`config.mk`:
```
export PLATFORM = sky130hd
export DESIGN_NAME = pau_ctl
export DESIGN_NICKNAME = d
export VERILOG_FILES = /design/src/design/pau_pkg.sv /design/src/design/pau_ctl.sv
export SDC_FILE = /design/constraint.sdc
export NUM_CORES = 1
export LEC_CHECK = 0
export ABC_AREA = 1
export BUFFER_PORTS_ARGS = -buffer_cell sky130_fd_sc_hd__buf_4
export CORE_AREA = 3 3 40 42
export DETAILED_ROUTE_END_ITERATION = 8
export DIE_AREA = 0 0 43 45
export GPL_TIMING_DRIVEN = 1
export PLACE_DENSITY = 0.43
export SYNTH_ARGS = -nofsm -noshare
export SYNTH_HDL_FRONTEND = slang
export SYNTH_SLANG_ARGS = --single-unit
```
`constraint.sdc`:
```
create_clock -name clk -period 2.6 [get_ports clk]
set_input_delay 0 -clock clk [delete_from_list [all_inputs] [get_ports clk]]
set_output_delay 0 -clock clk [all_outputs]
set_load 0.05 [all_outputs]
```
`src/design/pau_pkg.sv`:
```
package pau_pkg;

	localparam int DEF_ARCHIVE_DEPTH   = 256;
	localparam int DEF_OBJECTIVE_WIDTH = 32;

	typedef enum logic [1:0] {
		MODE_INSERT = 2'd0,
		MODE_READ   = 2'd1,
		MODE_MARK   = 2'd2,
		MODE_CLEAR  = 2'd3
	} mode_t;

	typedef enum logic [2:0] {
		ST_APPENDED = 3'd0,
		ST_REPLACED = 3'd1,
		ST_REJECTED = 3'd2,
		ST_FULL     = 3'd3,
		ST_READ     = 3'd4,
		ST_BAD_IDX  = 3'd5,
		ST_MARKED   = 3'd6,
		ST_CLEARED  = 3'd7
	} status_t;

	typedef enum logic [2:0] {
		S_IDLE,
		S_DISPATCH,
		S_WALK,
		S_FINISH,
		S_RD_WAIT,
		S_MARK_WAIT
	} ctl_state_t;

	typedef struct packed {
		logic load;
		logic walk_init;
		logic walk;
		logic finish;
		logic rd_issue;
		logic read_out;
		logic mark_wr;
		logic clear;
		logic bad_idx;
	} dp_cmd_t;

	typedef struct packed {
		mode_t mode;
		logic  idx_ok;
		logic  walk_done;
	} dp_stat_t;

endpackage

```
`src/design/pau_ctl.sv`:
```
module pau_ctl import pau_pkg::*; (
	input  logic     clk,
	input  logic     arst_n,
	input  logic     start,
	output logic     busy,
	input  dp_stat_t stat,
	output dp_cmd_t  cmd
);

	ctl_state_t state_q, state_d;

	always_ff @(posedge clk or negedge arst_n) begin
		if (!arst_n) begin
			state_q <= S_IDLE;
		end else begin
			state_q <= state_d;
		end
	end

	assign busy = (state_q != S_IDLE);

	always_comb begin
		state_d = state_q;
		cmd     = '0;
		unique case (state_q)
			S_IDLE: begin
				if (start) begin
					cmd.load = 1'b1;
					state_d  = S_DISPATCH;
				end
			end
			S_DISPATCH: begin
				unique case (stat.mode)
					MODE_INSERT: begin
						cmd.walk_init = 1'b1;
						state_d       = S_WALK;
					end
					MODE_READ: begin
						if (stat.idx_ok) begin
							cmd.rd_issue = 1'b1;
							state_d      = S_RD_WAIT;
						end else begin
							cmd.bad_idx = 1'b1;
							state_d     = S_IDLE;
						end
					end
					MODE_MARK: begin
						if (stat.idx_ok) begin
							cmd.rd_issue = 1'b1;
							state_d      = S_MARK_WAIT;
						end else begin
							cmd.bad_idx = 1'b1;
							state_d     = S_IDLE;
						end
					end
					MODE_CLEAR: begin
						cmd.clear = 1'b1;
						state_d   = S_IDLE;
					end
				endcase
			end
			S_WALK: begin
				cmd.walk = 1'b1;
				if (stat.walk_done) begin
					state_d = S_FINISH;
				end
			end
			S_FINISH: begin
				cmd.finish = 1'b1;
				state_d    = S_IDLE;
			end
			S_RD_WAIT: begin
				cmd.read_out = 1'b1;
				state_d      = S_IDLE;
			end
			S_MARK_WAIT: begin
				cmd.mark_wr = 1'b1;
				state_d     = S_IDLE;
			end
			default: begin
				state_d = S_IDLE;
			end
		endcase
	end

endmodule

```
==> flow_metrics.tcl <==
set metrics [dict create \
    critPathSlowestCell "dfrtp_1" \
    synth_seq_cells 3 \
    swShare 0.569 \
    final_common_cell "buf_4" \
    num-fill-cells 152 \
    overflow 0 \
    cp_top_family "flip-flops" \
    drtIter0Drc 2 \
    slew_headroom 0.857 \
    max_stage_delay_ns 0.39 \
    routed_wl_um 688 \
    clock_skew_ns 0.00210 \
    port_buffers 16 \
    finalCritPeriodShare 0.500 \
    critPathBufInv 2 \
    power.switching_uw 291 \
    syn_area_per_cell_um2 7.12 \
    clk_latency_ns 0.24 \
    setup_slack_ns 1.30 \
    drcViolationCount 0 \
    drtPass1Iterations 4 \
    internal_power_uw 220 \
    final_nets 76 \
    syn_area_um2 299 \
    maxCapViolCount 0 \
    grt_pass1_wl_um 1160 \
    clock-sinks 3 \
    syn_to_final_growth_pct 58.6 \
    placement_rows 13 \
    power_density_nw_per_um2 1080 \
    vias_per_cell 4.06 \
    initial_core_util 0.233 \
    post_cts_buffers 0 \
    finalSetupTns_ns 0 \
    dp_hpwl_um 574 \
    finalCriticalPeriod_ns 1.30 \
    htreeDepth 1 \
    antenna_cells 0 \
    reg.largest.list "state_q x3" \
    setup-violations-final 0 \
    io_pins 17 \
    worst_pin_slew_ns 0.215 \
    die_x_um 43 \
    dp.cells 73 \
    core-area_um2 1280 \
    layout-drive-gt1-share 0.397 \
    seqPwrFrac 0.179 \
    start_kind "flop" \
    crit_required_ns 2.60 \
    ys_seq_area_frac 0.251 \
    worstHoldPathType "in -> reg" \
    path_cells "inv_2 > nand3_2 > nor3b_2 > buf_4" \
    vdd_ir_drop_max_uv 337 \
    yosysWarnings 0 \
    root_buffer "clkbuf_4" \
    top_register "state_q" \
    grt_max_degree 8 \
    outcome "finished, final reports clean" \
    track_usage 0.0841 \
    finalHoldViolations 0 \
    dpl_worst_slack_ns 1.53 \
    cts.path.max_buffers 2 \
    design_area_um2 474 \
    cp_max_fo 7 \
    power.leakage_nw 0.269 \
    antenna_found_initial 0 \
    vias 317 \
    cts_buffers 3 \
    power.total_uw 511 \
    grt_pass1_vias 310 \
    p_clk_frac 0.163 \
    fp.dieH_um 45 \
    crit_type "reg -> out" \
    final_cell_mix "buf_4 (16), inv_1 (8), nor2_1 (7), ha_1 (5)" \
    fmax_mhz 770 \
    antenna_left 0 \
    synth_nets 54 \
    cp.arrival_ns 1.30 \
    worst_setup_path_end_kind "output port" \
    cts_tree "done" \
    pwr-share-comb 0.658 \
    largest_reg_flops 3 \
    wl_per_cell_um 8.82 \
    instances_no_fill 78 \
    yosysUniqueCellTypes 14 \
    final-max-slew-violation-count 0 \
    gp_congestion 0.631 \
    rsz0062_at_grt "false" \
    dpl_cell_area_um2 438 \
    dieArea_um2 1940 \
    syn_inst 42 \
    clkTransAtPathRegs_ns 0.04 \
]
[kinds of logic after synthesis]
logic type / after synthesis / share of synthesized area
adder cells (fa/ha/maj): 5 / 0.209
AO/OA/AOI/OAI: 4 / 0.0669
flip-flops: 3 / 0.251
buffers and inverters: 11 / 0.138
AND/OR/NAND/NOR: 19 / 0.335
[path summary, 6_finish.rpt]
| path | from | endpoint | slack [ns] | cells past startpoint |
|---|---|---|---|---|
| worst max-delay path | state_q[2]$_DFFE_PN0P_ | cmd[0] | 1.30 | 4 |
| worst min register to register | state_q[2]$_DFFE_PN0P_ | state_q[0]$_DFFE_PN0P_ | 0.58 | 3 |
| min in group asynchronous | arst_n | state_q[0]$_DFFE_PN0P_ | 0.09 | 2 |
| max in group asynchronous | arst_n | state_q[1]$_DFFE_PN0P_ | 2.41 | 2 |
| worst min-delay path | stat[1] | state_q[0]$_DFFE_PN0P_ | 0.07 | 3 |
| worst max register to register | state_q[2]$_DFFE_PN0P_ | state_q[2]$_DFFE_PN0P_ | 1.67 | 3 |
[area by class of cell]
type | count | area [µm²] | share of cell area
repair buffers | 17 | 130 | 0.274
well taps | 15 | 18.8 | 0.0396
multi-input cells | 28 | 183 | 0.385
clock buffers | 4 | 26.3 | 0.0554
inverters | 11 | 41.3 | 0.0871
flip-flops and latches | 3 | 75.1 | 0.158
[power groups by stage]
stage	clock network, mW	registers, mW	logic, mW
detailed placement	0	0.0910	0.340
CTS	0.0879	0.0903	0.342
global route	0.0948	0.0929	0.365
finish	0.0833	0.0914	0.336
global placement	0	0.0906	0.343
floorplan	0	0.0867	0.249
[synthesized netlist by cell type]
| cell type | instances | area share |
|---|---|---|
| a21oi_1 | 2 | 0.033 |
| dfrtp_1 | 3 | 0.25 |
| ha_1 | 5 | 0.21 |
| inv_1 | 8 | 0.10 |
| inv_2 | 3 | 0.038 |
| nand2_1 | 3 | 0.038 |
| nand3_1 | 3 | 0.050 |
| nand3_2 | 1 | 0.033 |
| nor2_1 | 7 | 0.088 |
| nor3_1 | 3 | 0.050 |
| nor3_2 | 1 | 0.033 |
| nor3b_2 | 1 | 0.042 |
| o21ai_0 | 1 | 0.017 |
| o21ai_1 | 1 | 0.017 |
[what timing repair did]
item / in CTS / in global routing
gates resized for setup: 0 / 0
hold endpoints to repair: 3 / 0
hold buffers: 1 / 0
[through the flow]
step | util | hold slack [ns]
finish | 0.369 | 0.0680
global route | 0.369 | 0.0812
CTS | 0.369 | 0.0672
detailed placement | 0.341 | -0.210
global placement | 0.341 | -0.210
floorplan | - | -0.296
[worst reg2reg max path: stages, from the launching register on]
cell and delay, ns:
dfrtp_1 0.39, inv_2 0.13, nand3_2 0.15, nor3_2 0.19
[metal layers]
metal  part of all wire  wire, µm  GRT usage
met1               0.40       272     0.0916
met2               0.49       340      0.123
met3               0.11        75     0.0518
met4                  0         0     0.0542
met5                  0         0          0
No activity file was read; power rests on OpenSTA's default activity.
